`src/rtl/core/sorted_set_table_defines.svh`:
```
// ----------------------------------------------------------------------------
// Assertion macros for the sorted set table
// Shared concurrent assertion forms, clocked on i_clk, disabled in reset.
// ----------------------------------------------------------------------------
`ifndef SORTED_SET_TABLE_DEFINES_SVH
`define SORTED_SET_TABLE_DEFINES_SVH

// A condition that holds at every clock edge out of reset.
`define SST_ASSERT_ALWAYS(label, expr, msg) \
    label: assert property (@(posedge i_clk) disable iff (!i_rst_n) (expr)) \
        else $error(msg);

// A condition that, once seen, is followed by a consequence in the next cycle.
`define SST_ASSERT_NEXT(label, ante, cons, msg) \
    label: assert property (@(posedge i_clk) disable iff (!i_rst_n) \
        (ante) |=> (cons)) else $error(msg);

`endif

```
`src/rtl/core/sst_pkg.sv`:
```
// ----------------------------------------------------------------------------
// Sorted set table package
// Types, codes and constants shared by the sorted set table modules.
// ----------------------------------------------------------------------------
package sst_pkg;

    localparam int CAPACITY_DEF = 16;
    localparam int VALUE_W      = 32;
    localparam int ACTION_W     = 2;
    localparam int COUNT_W      = 5;

    // Action codes; the unused code behaves as a query.
    localparam logic [ACTION_W-1:0] ACT_QUERY  = 2'd0;
    localparam logic [ACTION_W-1:0] ACT_ADD    = 2'd1;
    localparam logic [ACTION_W-1:0] ACT_REMOVE = 2'd2;

    typedef enum logic {
        S_IDLE,
        S_UPD
    } t_state;

    typedef enum logic [1:0] {
        SH_HOLD,
        SH_INS,
        SH_DEL
    } t_shift;

    typedef struct packed {
        t_shift                    op;
        logic signed [VALUE_W-1:0] key;
    } t_cell_cmd;

endpackage

```
`src/rtl/core/sst_if.sv`:
```
// ----------------------------------------------------------------------------
// Sorted set table channels
// Request and response valid/ready channels with their payloads.
// ----------------------------------------------------------------------------
interface sst_req_if
    import sst_pkg::*;
();
    logic                      valid;
    logic                      ready;
    logic [ACTION_W-1:0]       action;
    logic signed [VALUE_W-1:0] value;

    modport source (output valid, output action, output value, input ready);
    modport sink   (input valid, input action, input value, output ready);
endinterface

interface sst_rsp_if
    import sst_pkg::*;
();
    logic               valid;
    logic               ready;
    logic               was_present;
    logic [COUNT_W-1:0] element_count;
    logic               full_reject;

    modport source (output valid, output was_present, output element_count,
                     output full_reject, input ready);
    modport sink   (input valid, input was_present, input element_count,
                    input full_reject, output ready);
endinterface

```
`src/rtl/core/sorted_set_table.sv`:
```
// ----------------------------------------------------------------------------
// Sorted set table
// Holds up to CAPACITY distinct signed values in ascending order and answers
// query, add and remove requests with presence, count and full-reject flags.
// ----------------------------------------------------------------------------
// Usage: requests arrive on i_req (action, value); each gives one response on
// o_rsp (was_present, element_count, full_reject). A request is taken in the
// idle state; every cell compares its entry with the value at that edge. In
// the update state the presence and full flags are reduced over the cells, the
// whole row shifts by one slot at once if the set changes, and the response
// is loaded into the output register. The block takes no new request until
// the update step of the previous one is done. The response register lets a
// new request be taken while an earlier response waits. If the receiver
// stalls with a response still held, the update step waits until that
// register frees.
// Reset empties the set at once: the fill mask and the count clear, and the
// slot contents are left as they are, since no slot beyond the count is read.
// ----------------------------------------------------------------------------
`include "sorted_set_table_defines.svh"

module sorted_set_table
    import sst_pkg::*;
#(
    parameter int CAPACITY = CAPACITY_DEF
) (
    input  logic       i_clk,
    input  logic       i_rst_n,
    sst_req_if.sink    i_req,
    sst_rsp_if.source  o_rsp
);

    localparam int CNT_W = $clog2(CAPACITY + 1);

    t_state                    r_state;
    t_state                    n_state;
    logic signed [VALUE_W-1:0] r_key;
    logic [ACTION_W-1:0]       r_action;
    logic [CAPACITY-1:0]       r_fill;
    logic [CAPACITY-1:0]       n_fill;
    logic [CNT_W-1:0]          r_count;
    logic [CNT_W-1:0]          n_count;
    logic                      r_out_valid;
    logic                      r_out_present;
    logic [COUNT_W-1:0]        r_out_count;
    logic                      r_out_reject;

    logic                      req_fire;
    logic                      commit;
    logic                      present;
    logic                      full;
    logic                      reject;
    t_cell_cmd                 cmd;

    logic signed [VALUE_W-1:0] entry [CAPACITY];
    logic [CAPACITY-1:0]       lt;
    logic [CAPACITY-1:0]       eq;

    assign i_req.ready = (r_state == S_IDLE);
    assign req_fire    = i_req.valid && i_req.ready;
    assign commit      = (r_state == S_UPD) && (!r_out_valid || o_rsp.ready);

    // Distinct sorted entries: at most one cell can match.
    assign present = |eq;
    assign full    = r_fill[CAPACITY-1];

    genvar gi;
    generate
        for (gi = 0; gi < CAPACITY; gi++) begin : g_cell
            logic                      prev_lt;
            logic signed [VALUE_W-1:0] prev_entry;
            logic signed [VALUE_W-1:0] next_entry;

            if (gi == 0) begin : g_first
                assign prev_lt    = 1'b1;
                assign prev_entry = '0;
            end else begin : g_inner
                assign prev_lt    = lt[gi-1];
                assign prev_entry = entry[gi-1];
            end
            if (gi == CAPACITY - 1) begin : g_last
                assign next_entry = '0;
            end else begin : g_lower
                assign next_entry = entry[gi+1];
            end

            sst_cell u_cell (
                .i_clk        (i_clk),
                .i_cap        (req_fire),
                .i_value      (i_req.value),
                .i_valid      (r_fill[gi]),
                .i_cmd        (cmd),
                .i_prev_lt    (prev_lt),
                .i_prev_entry (prev_entry),
                .i_next_entry (next_entry),
                .o_entry      (entry[gi]),
                .o_lt         (lt[gi]),
                .o_eq         (eq[gi])
            );
        end
    endgenerate

    always_ff @(posedge i_clk) begin
        if (!i_rst_n) begin
            r_state     <= S_IDLE;
            r_fill      <= '0;
            r_count     <= '0;
            r_out_valid <= 1'b0;
        end else begin
            r_state <= n_state;
            r_fill  <= n_fill;
            r_count <= n_count;
            if (commit) begin
                r_out_valid <= 1'b1;
            end else if (o_rsp.ready) begin
                r_out_valid <= 1'b0;
            end
        end
    end

    always_ff @(posedge i_clk) begin
        if (req_fire) begin
            r_key    <= i_req.value;
            r_action <= i_req.action;
        end
        if (commit) begin
            r_out_present <= present;
            r_out_count   <= COUNT_W'(n_count);
            r_out_reject  <= reject;
        end
    end

    always_comb begin
        n_state = r_state;
        n_fill  = r_fill;
        n_count = r_count;
        reject  = 1'b0;
        cmd.op  = SH_HOLD;
        cmd.key = r_key;
        case (r_state)
            S_IDLE: begin
                if (req_fire) begin
                    n_state = S_UPD;
                end
            end
            S_UPD: begin
                if (r_action == ACT_ADD && !present) begin
                    reject = full;
                end
                if (commit) begin
                    n_state = S_IDLE;
                    if (r_action == ACT_ADD && !present && !full) begin
                        cmd.op  = SH_INS;
                        n_fill  = {r_fill[CAPACITY-2:0], 1'b1};
                        n_count = r_count + CNT_W'(1);
                    end else if (r_action == ACT_REMOVE && present) begin
                        cmd.op  = SH_DEL;
                        n_fill  = {1'b0, r_fill[CAPACITY-1:1]};
                        n_count = r_count - CNT_W'(1);
                    end
                end
            end
            default: n_state = S_IDLE;
        endcase
    end

    assign o_rsp.valid         = r_out_valid;
    assign o_rsp.was_present   = r_out_present;
    assign o_rsp.element_count = r_out_count;
    assign o_rsp.full_reject   = r_out_reject;

    // The fill mask is a run of ones from the bottom slot, one per element.
    `SST_ASSERT_ALWAYS(a_fill_count, $countones(r_fill) == r_count,
        "fill mask disagrees with element count")
    `SST_ASSERT_ALWAYS(a_fill_thermo, ((r_fill + CAPACITY'(1)) & r_fill) == '0,
        "fill mask is not contiguous from the bottom slot")
    // Match flags are only meaningful once a request has been captured.
    `SST_ASSERT_ALWAYS(a_one_match, r_state != S_UPD || $onehot0(eq),
        "more than one slot matches the request value")
    `SST_ASSERT_NEXT(a_commit_rsp, commit, r_out_valid && r_state == S_IDLE,
        "update step did not load a response")
    `SST_ASSERT_NEXT(a_reject_keeps, commit && reject,
        $stable(r_fill) && r_out_reject && !r_out_present,
        "rejected add changed the set or reported presence")

endmodule

```
`src/rtl/core/sst_cell.sv`:
```
// ----------------------------------------------------------------------------
// Sorted set table cell
// One table slot: compares its entry with a request value and shifts with
// its neighbors on insert or delete.
// ----------------------------------------------------------------------------
module sst_cell
    import sst_pkg::*;
(
    input  logic                      i_clk,
    input  logic                      i_cap,
    input  logic signed [VALUE_W-1:0] i_value,
    input  logic                      i_valid,
    input  t_cell_cmd                 i_cmd,
    input  logic                      i_prev_lt,
    input  logic signed [VALUE_W-1:0] i_prev_entry,
    input  logic signed [VALUE_W-1:0] i_next_entry,
    output logic signed [VALUE_W-1:0] o_entry,
    output logic                      o_lt,
    output logic                      o_eq
);

    logic signed [VALUE_W-1:0] r_entry;
    logic signed [VALUE_W-1:0] n_entry;
    logic                      r_lt;
    logic                      r_eq;

    // Flags are taken when the request is accepted and hold until the update.
    always_ff @(posedge i_clk) begin
        if (i_cap) begin
            r_lt <= i_valid && (r_entry < i_value);
            r_eq <= i_valid && (r_entry == i_value);
        end
        r_entry <= n_entry;
    end

    // On insert, cells at or after the insert point move up by one, and the
    // cell at the insert point takes the new value. On delete, cells at or
    // after the removed entry take their upper neighbor.
    always_comb begin
        n_entry = r_entry;
        case (i_cmd.op)
            SH_INS: begin
                if (!r_lt) begin
                    n_entry = i_prev_lt ? i_cmd.key : i_prev_entry;
                end
            end
            SH_DEL: begin
                if (!r_lt) begin
                    n_entry = i_next_entry;
                end
            end
            default: n_entry = r_entry;
        endcase
    end

    assign o_entry = r_entry;
    assign o_lt    = r_lt;
    assign o_eq    = r_eq;

endmodule
```
`src/flat_wrapper.sv`:
```
// flat-port wrapper written by rule: the top's interface ports become plain ports
module sorted_set_table_flat import sst_pkg::*;
#(
    parameter int CAPACITY = CAPACITY_DEF
)
  (i_clk, i_rst_n, i_req_valid, i_req_action, i_req_value, i_req_ready, o_rsp_valid, o_rsp_was_present, o_rsp_element_count, o_rsp_full_reject, o_rsp_ready);
  sst_req_if i_req_i ();
  sst_rsp_if o_rsp_i ();
  input  logic i_clk;
  input  logic i_rst_n;
  input wire logic [$bits(i_req_i.valid)-1:0] i_req_valid;
  input wire logic [$bits(i_req_i.action)-1:0] i_req_action;
  input wire logic [$bits(i_req_i.value)-1:0] i_req_value;
  output wire logic [$bits(i_req_i.ready)-1:0] i_req_ready;
  output wire logic [$bits(o_rsp_i.valid)-1:0] o_rsp_valid;
  output wire logic [$bits(o_rsp_i.was_present)-1:0] o_rsp_was_present;
  output wire logic [$bits(o_rsp_i.element_count)-1:0] o_rsp_element_count;
  output wire logic [$bits(o_rsp_i.full_reject)-1:0] o_rsp_full_reject;
  input wire logic [$bits(o_rsp_i.ready)-1:0] o_rsp_ready;
  assign i_req_i.valid = i_req_valid;
  assign i_req_i.action = i_req_action;
  assign i_req_i.value = i_req_value;
  assign i_req_ready = i_req_i.ready;
  assign o_rsp_valid = o_rsp_i.valid;
  assign o_rsp_was_present = o_rsp_i.was_present;
  assign o_rsp_element_count = o_rsp_i.element_count;
  assign o_rsp_full_reject = o_rsp_i.full_reject;
  assign o_rsp_i.ready = o_rsp_ready;
  sorted_set_table #(.CAPACITY(CAPACITY)) u_core (.i_clk(i_clk), .i_rst_n(i_rst_n), .i_req(i_req_i), .o_rsp(o_rsp_i));
endmodule
```
`config.mk`:
```
export PLATFORM = sky130hd
export DESIGN_NAME = sorted_set_table_flat
export DESIGN_NICKNAME = d
export VERILOG_FILES = /design/src/rtl/core/sst_pkg.sv /design/src/rtl/core/sst_if.sv /design/src/rtl/core/sorted_set_table.sv /design/src/rtl/core/sst_cell.sv /design/src/flat_wrapper.sv
export VERILOG_INCLUDE_DIRS = /design/src /design/src/rtl/core
export SDC_FILE = /design/constraint.sdc
export NUM_CORES = 2
export LEC_CHECK = 0
export BUFFER_PORTS_ARGS = -buffer_cell sky130_fd_sc_hd__buf_4
export CORE_MARGIN = 1.5
export CORE_UTILIZATION = 38
export CTS_CLUSTER_SIZE = 16
export DETAILED_ROUTE_END_ITERATION = 10
export SETUP_SLACK_MARGIN = 0.15
export SLEW_MARGIN = 40
export SYNTH_ARGS = -nofsm -noshare
export SYNTH_HDL_FRONTEND = slang
export SYNTH_SLANG_ARGS = --single-unit
```
`constraint.sdc`:
```
create_clock -name i_clk -period 5.71 [get_ports i_clk]
set_clock_uncertainty 0.05 [all_clocks]
set_input_delay 0.8565 -clock i_clk [delete_from_list [all_inputs] [get_ports i_clk]]
set_output_delay 0.8565 -clock i_clk [all_outputs]
set_load 0.05 [all_outputs]
```
* Yosys cells after proc, flatten, opt, wreduce, memory -nomap -nowiden
Index checks and enable logic that the tools add are counted.
** Storage, ports and cells
- Register bits :: 608
- Input port bits :: 38
- Output and inout bits :: 9
- Logic and storage cells :: 269
** Cells by class
- Add/subtract/negate cells :: 2
- Order comparisons :: 16
- Equality and inequality tests :: 52
- Muxes and demuxes :: 78
- Bitwise operators :: 1
- Reductions and logical operators :: 63
** Operator list (number)
- 2-to-1 mux 32 bit :: 47
- case mux 32 bit (2 select lines) :: 16
- == test 32 bit :: 16
- < comparator 32 bit :: 16
- != test 2 bit (second input constant) :: 32
- AND reduction 3 bit :: 17
- logical AND 1 bit :: 37
- 2-to-1 mux 16 bit :: 2
- 2-to-1 mux 5 bit :: 4
- OR reduction 16 bit :: 1
- 2-to-1 mux 2 bit :: 4
- nonzero test 2 bit :: 3
- adder 5 x 1 -> 5 bit (second input constant) :: 1
- subtractor 5 x 1 -> 5 bit (second input constant) :: 1
- == test 2 x 1 -> 1 bit (second input constant) :: 2
- == test 2 bit (second input constant) :: 2
- 2-to-1 mux 1 bit :: 4
- logical NOT 1 bit :: 3
- case mux 1 bit (2 select lines) :: 1
- AND reduction 2 bit :: 1
- logical OR 1 bit :: 1
- NOT 1 bit :: 1

* Longest topological paths before layout
- Word-level depth :: 10
- Depth in mapped cells :: 13
- Gate-level depth less buffers :: 8

* Cells and area by module
A second synthesis with hierarchy kept.
** Unflattened totals
- Cell total of the unflattened synthesis :: 4368
- Area, all modules :: 42995.0 sq um
** By module, submodules not included
- sst_cell :: times used 16, cells each 262, area each 2534.9 sq um, sequential area each 1021.0 sq um
- sorted_set_table :: times used 1, cells each 176, area each 2436.1 sq um, sequential area each 1691.6 sq um

* Least setup slack after synthesis
Ideal clock, no wire load.
- Path type :: input to register
- From :: in o_rsp_ready
- To :: reg u_core.g_cell[0].u_cell.r_entry[0], enable pin
- Setup time :: 0.432 ns
- Data arrival time :: 4.086 ns
- Required time :: 5.228 ns
- Setup slack :: 1.142 ns
- Cell stages on the path :: 10
- Path buffers :: 3
- Cells stage by stage :: nand2b_1 > nand2_1 > inv_1 > nand3_1 > ha_1 > clkbuf_1 > or2_2 > clkbuf_1 > clkbuf_1 > a21oi_1
** On the way
- Longest elaborated chain between the ends :: 7
- Elaborated cells on any way between the ends :: 10
- Those cells by class :: eq/ne: 4; mux: 2; reduce/logical: 4
** Ends and longest elaborated chain
- start: declaration :: line flat_wrapper.sv:19 : input wire logic [$bits(o_rsp_i.ready)-1:0] o_rsp_ready;
- logical OR 1 bit * :: line sorted_set_table.sv:60 : assign commit = (r_state == S_UPD) && (!r_out_valid || o_rsp.ready);
- logical AND 1 bit * :: line sorted_set_table.sv:60
- via u_core.commit :: line sorted_set_table.sv:48 : logic commit;
- 2-to-1 mux 2 bit * :: line sorted_set_table.sv:149 : if (commit) begin
- 2-to-1 mux 2 bit * :: line sorted_set_table.sv:139 : case (r_state)
- == test 2 x 1 -> 1 bit or == test 2 bit (tied branches) :: line sst_cell.sv:41 : case (i_cmd.op)
- != test 2 bit (no line) or nonzero test 2 bit (tied branches)
- AND reduction 3 bit (no line) *
- end signal: assignment :: line sst_cell.sv:33 : r_entry <= n_entry;
- end: declaration :: line sst_cell.sv:22 : logic signed [VALUE_W-1:0] r_entry;
The timed path passes the listed nets; every way through them passes the cells marked *.
A chain may end at the register's enable or synchronous reset.

* Worst setup path in the final report
- From :: reg u_core.g_cell[1].u_cell.r_eq
- To :: reg u_core.g_cell[4].u_cell.r_entry[11], enable pin
** On the way
- Longest elaborated chain between the ends :: 10
- Elaborated cells on any way between the ends :: 15
- Those cells by class :: eq/ne: 4; mux: 4; reduce/logical: 7
** Ends and longest elaborated chain
- start: declaration :: line sst_cell.sv:25 : logic r_eq;
- start signal: assignment :: line sst_cell.sv:31 : r_eq <= i_valid && (r_entry == i_value);
- OR reduction 16 bit * :: line sorted_set_table.sv:63 : assign present = |eq;
- via u_core.present :: line sorted_set_table.sv:49 : logic present;
- logical NOT 1 bit :: line sorted_set_table.sv:151 : if (r_action == ACT_ADD && !present && !full) begin
- logical AND 1 bit (2 in a row) :: line sorted_set_table.sv:151
- 2-to-1 mux 2 bit * :: line sorted_set_table.sv:151
- 2-to-1 mux 2 bit * :: line sorted_set_table.sv:149
- 2-to-1 mux 2 bit * :: line sorted_set_table.sv:139
- == test 2 x 1 -> 1 bit or == test 2 bit (tied branches) :: line sst_cell.sv:41
- != test 2 bit (no line) or nonzero test 2 bit (tied branches)
- AND reduction 3 bit (no line) *
- end signal: assignment :: line sst_cell.sv:33
- end: declaration :: line sst_cell.sv:22
Marked as above.

==> flow_summary.ini <==
[status]
outcome = finished clean

[yosys]
yosysWarningCount = 0
synth_flop_cell = edfxtp_1
netlist_area_um2 = 40200
ys_async_sr_fraction = 0
synth_top_area_cell = edfxtp_1
yosys.cell_types.count = 49
yosysTopAreaCellShare = 0.437
synth_nets = 4337
synth-seq-cells = 608
ys_top_cells_by_area = edfxtp_1, ha_1, mux2i_1
synth-edff-count = 585
synthCells = 3782
seq_area_frac_synth = 0.448
postSynthAreaPerCell_um2 = 10.6

[detailed_routing]
routed_wl_mm = 110
drtAntennaViolNets = 0
routed_via_density = 5.52
drc = 0
drt_first_pass_iters = 5
drtIter0Drc = 2123
routedWlPerCell_um = 21.1
vias = 28765

[cells_and_area]
multi_input_area_um2 = 21300
final_cell_mix = nand2_1, edfxtp_1, ha_1, mux2i_1, o21ai_0
fin_area_um2 = 44700
syn_to_final_growth_pct = 11.2
drive_gt1_frac = 0.0813
fill_cells = 10034
final_common_cell = nand2_1
diodes = 0
register_area_um2 = 18000
nNetsFinal = 4324

[worst_setup_path]
cpMaxStageDelayCell = a21oi_4
critPathBufInv = 4
cp_top_family = simple AND/OR/NAND/NOR gates
required_ps = 5970
path_cells = nor4_1 -> and4_1 -> inv_1 -> nand3_2 -> inv_1 -> ha_1 -> buf_4 -> or2_4 -> a21oi_4 -> buf_4
setup.worst_path.end_class = register
cp-start-kind = register
cp.arrival_ps = 4570
crit_type = reg -> reg
reg2reg_to = u_core.g_cell[4].u_cell.o_entry[11]
crit_fanout = 33
cp-startpoint = u_core.g_cell[1].u_cell.o_eq
crit_cells = 10
cp_slowest_stage_delay_ps = 690
reg2reg_slack_ps = 1400
r2r_cells = 10
r2r_start = u_core.g_cell[1].u_cell.o_eq

[clocking]
numClockSinks = 608
path_clk_slew_ps = 60
hold_buffers = 0
tritoncts = done
postCtsSetupRepairBufs = 0
clkLatencyLatePin_ps = 620
post_cts_resized = 0
clock-root-buffer = clkbuf_16
htreeDepth = 3
cts_max_path_buffers = 3
numCtsBuffers = 75

[hold_path]
hold_path.startpoint = i_req_action[1]
hp-class = in -> reg
whs_path_depth = 1
hold_end = u_core.r_action[1]

[grt]
grt_pass1_wl_mm = 168
grt_start_max_net_pins = 198
grt_pass1_vias = 28383
grt.overflow.total = 0
grt_usage = 0.200
antenna_found_initial = 0

[power_and_ir_drop]
combPwrFrac = 0.123
power_density_nw_per_um2 = 250
p_int_mw = 8.25
switching_power_mw = 2.90
p_clk_frac = 0.403
ir_worst_vdd_uv = 207
seqPwrFrac = 0.474
switching_share = 0.260
p_leak_nw = 17.2
p_total_mw = 11.2

[timing]
max_freq_ghz = 0.232
final_max_slew_viol_count = 0
timing.setup.tns_ps = 0
grt_setup_unrepaired = false
worstMarginPinSlew_ps = 887
finalHoldViolations = 0
slew_headroom = 0.403
post-route-period-util = 0.755
whs_ps = 368
layout_setup_ws_ps = 1400
final.min_clock_period_ps = 4310
setup_viol = 0

[place]
gp_congestion = 0.844
port-buffer-count = 46
post-dp-hpwl_mm = 84.2
post_dp_cell_area_um2 = 42400
place_ws_ps = 1330

[die]
die_y_um = 328
die_area_um2 = 108000
start_util = 0.383
fp.dieW_um = 328
core-area_um2 = 105000
row_count = 119
ioPinCount = 47

[job]
cap_violations = 0
through the flow:
| step | cells | utilization |
|---|---|---|
| 2_1_floorplan | 3782 | - |
| 3_3_place_gp | 5069 | 0.402 |
| 4_1_cts | 5209 | 0.425 |
| 5_1_grt | 5214 | 0.425 |
| 6_report | 5214 | 0.425 |
| 3_5_place_dp | 5078 | 0.403 |
power groups by stage:
stage	clock [mW]	sequential (mW)	combinational, mW
after CTS	4.60	5.28	1.36
after floorplan	0	5.27	0.986
final	4.50	5.28	1.37
after detailed placement	0	5.37	1.36
after global placement	0	5.38	1.30
after global routing	4.75	5.30	1.54
logic make-up (layout without fill, tap and decap cells):
| logic type | count (synthesis) | after routing | share of synthesized area |
|---|---|---|---|
| DFF | 608 | 608 | 0.448 |
| and+or+nand+nor | 1000 | 1000 | 0.114 |
| buffers and inverters | 281 | 322 | 0.0263 |
| muxes | 529 | 529 | 0.133 |
| xor gates and xnor gates | 4 | 4 | 0.000871 |
| AOI/OAI and AO/OA | 843 | 843 | 0.117 |
| adders and majority gates | 517 | 517 | 0.161 |
flip-flops by register name (all words and copies together) (netlist names):
| signal | count |
|---|---|
| u_core.r_fill | 16 |
| u_core.r_key | 32 |
| u_core.g_cell.u_cell.o_eq | 16 |
| u_core.o_rsp.was_present | 1 |
| u_core.o_rsp.full_reject | 1 |
| u_core.o_rsp.valid | 1 |
| u_core.r_action | 2 |
| u_core.g_cell.u_cell.o_lt | 16 |
| u_core.r_state | 1 |
| u_core.g_cell.u_cell.o_entry | 512 |
| u_core.o_rsp.element_count | 5 |
| u_core.r_count | 5 |
synthesized netlist by cell type, types with 3 or more instances:
master / count
clkbuf_1: 178
nand4_1: 57
and2_1: 5
and4_1: 15
nand3_1: 89
a21boi_0: 3
or3_1: 14
buf_2: 3
buf_1: 30
o221ai_1: 14
xor2_1: 3
ha_1: 517
nor2b_1: 20
nor3_2: 10
and3_1: 4
or4_4: 14
nand2b_1: 19
nor4_1: 23
nor2_1: 58
dfxtp_1: 23
a211oi_1: 16
edfxtp_1: 585
o21bai_1: 14
nor3_1: 22
inv_1: 70
a21oi_1: 207
o211a_1: 14
mux2_2: 32
a221oi_1: 28
nand2_1: 630
o211ai_1: 3
mux2i_1: 497
or4b_2: 14
o21ai_0: 484
a21o_1: 50
cell type report:
cell class	instances	area share
multi-input cells	2893	0.477
flip-flops and latches	608	0.403
clock buffers	99	0.0463
well taps	1391	0.0389
repair buffers	121	0.0239
inverters	70	0.00588
clock inverters	32	0.00428
worst max-delay path by stage:
stage	to	slack [ps]
4_1_cts	u_core.g_cell[11].u_cell.o_entry[30]	1320
3_3_place_gp	u_core.g_cell[4].u_cell.o_entry[6]	1070
2_1_floorplan	u_core.g_cell[0].u_cell.o_entry[0]	1140
3_5_place_dp	u_core.g_cell[11].u_cell.o_entry[27]	1330
5_1_grt	u_core.g_cell[4].u_cell.o_entry[11]	1100
6_report	u_core.g_cell[4].u_cell.o_entry[11]	1400
routing by layer:
metal  wire length, µm  vias up  GRT usage
met3              4530      127     0.0219
met5                 0        -          0
met2             49000      638      0.318
li1                  -    14206          -
met1             53900    13794      0.292
met4              2400        0     0.0488
No activity file was read; power rests on OpenSTA's default activity.
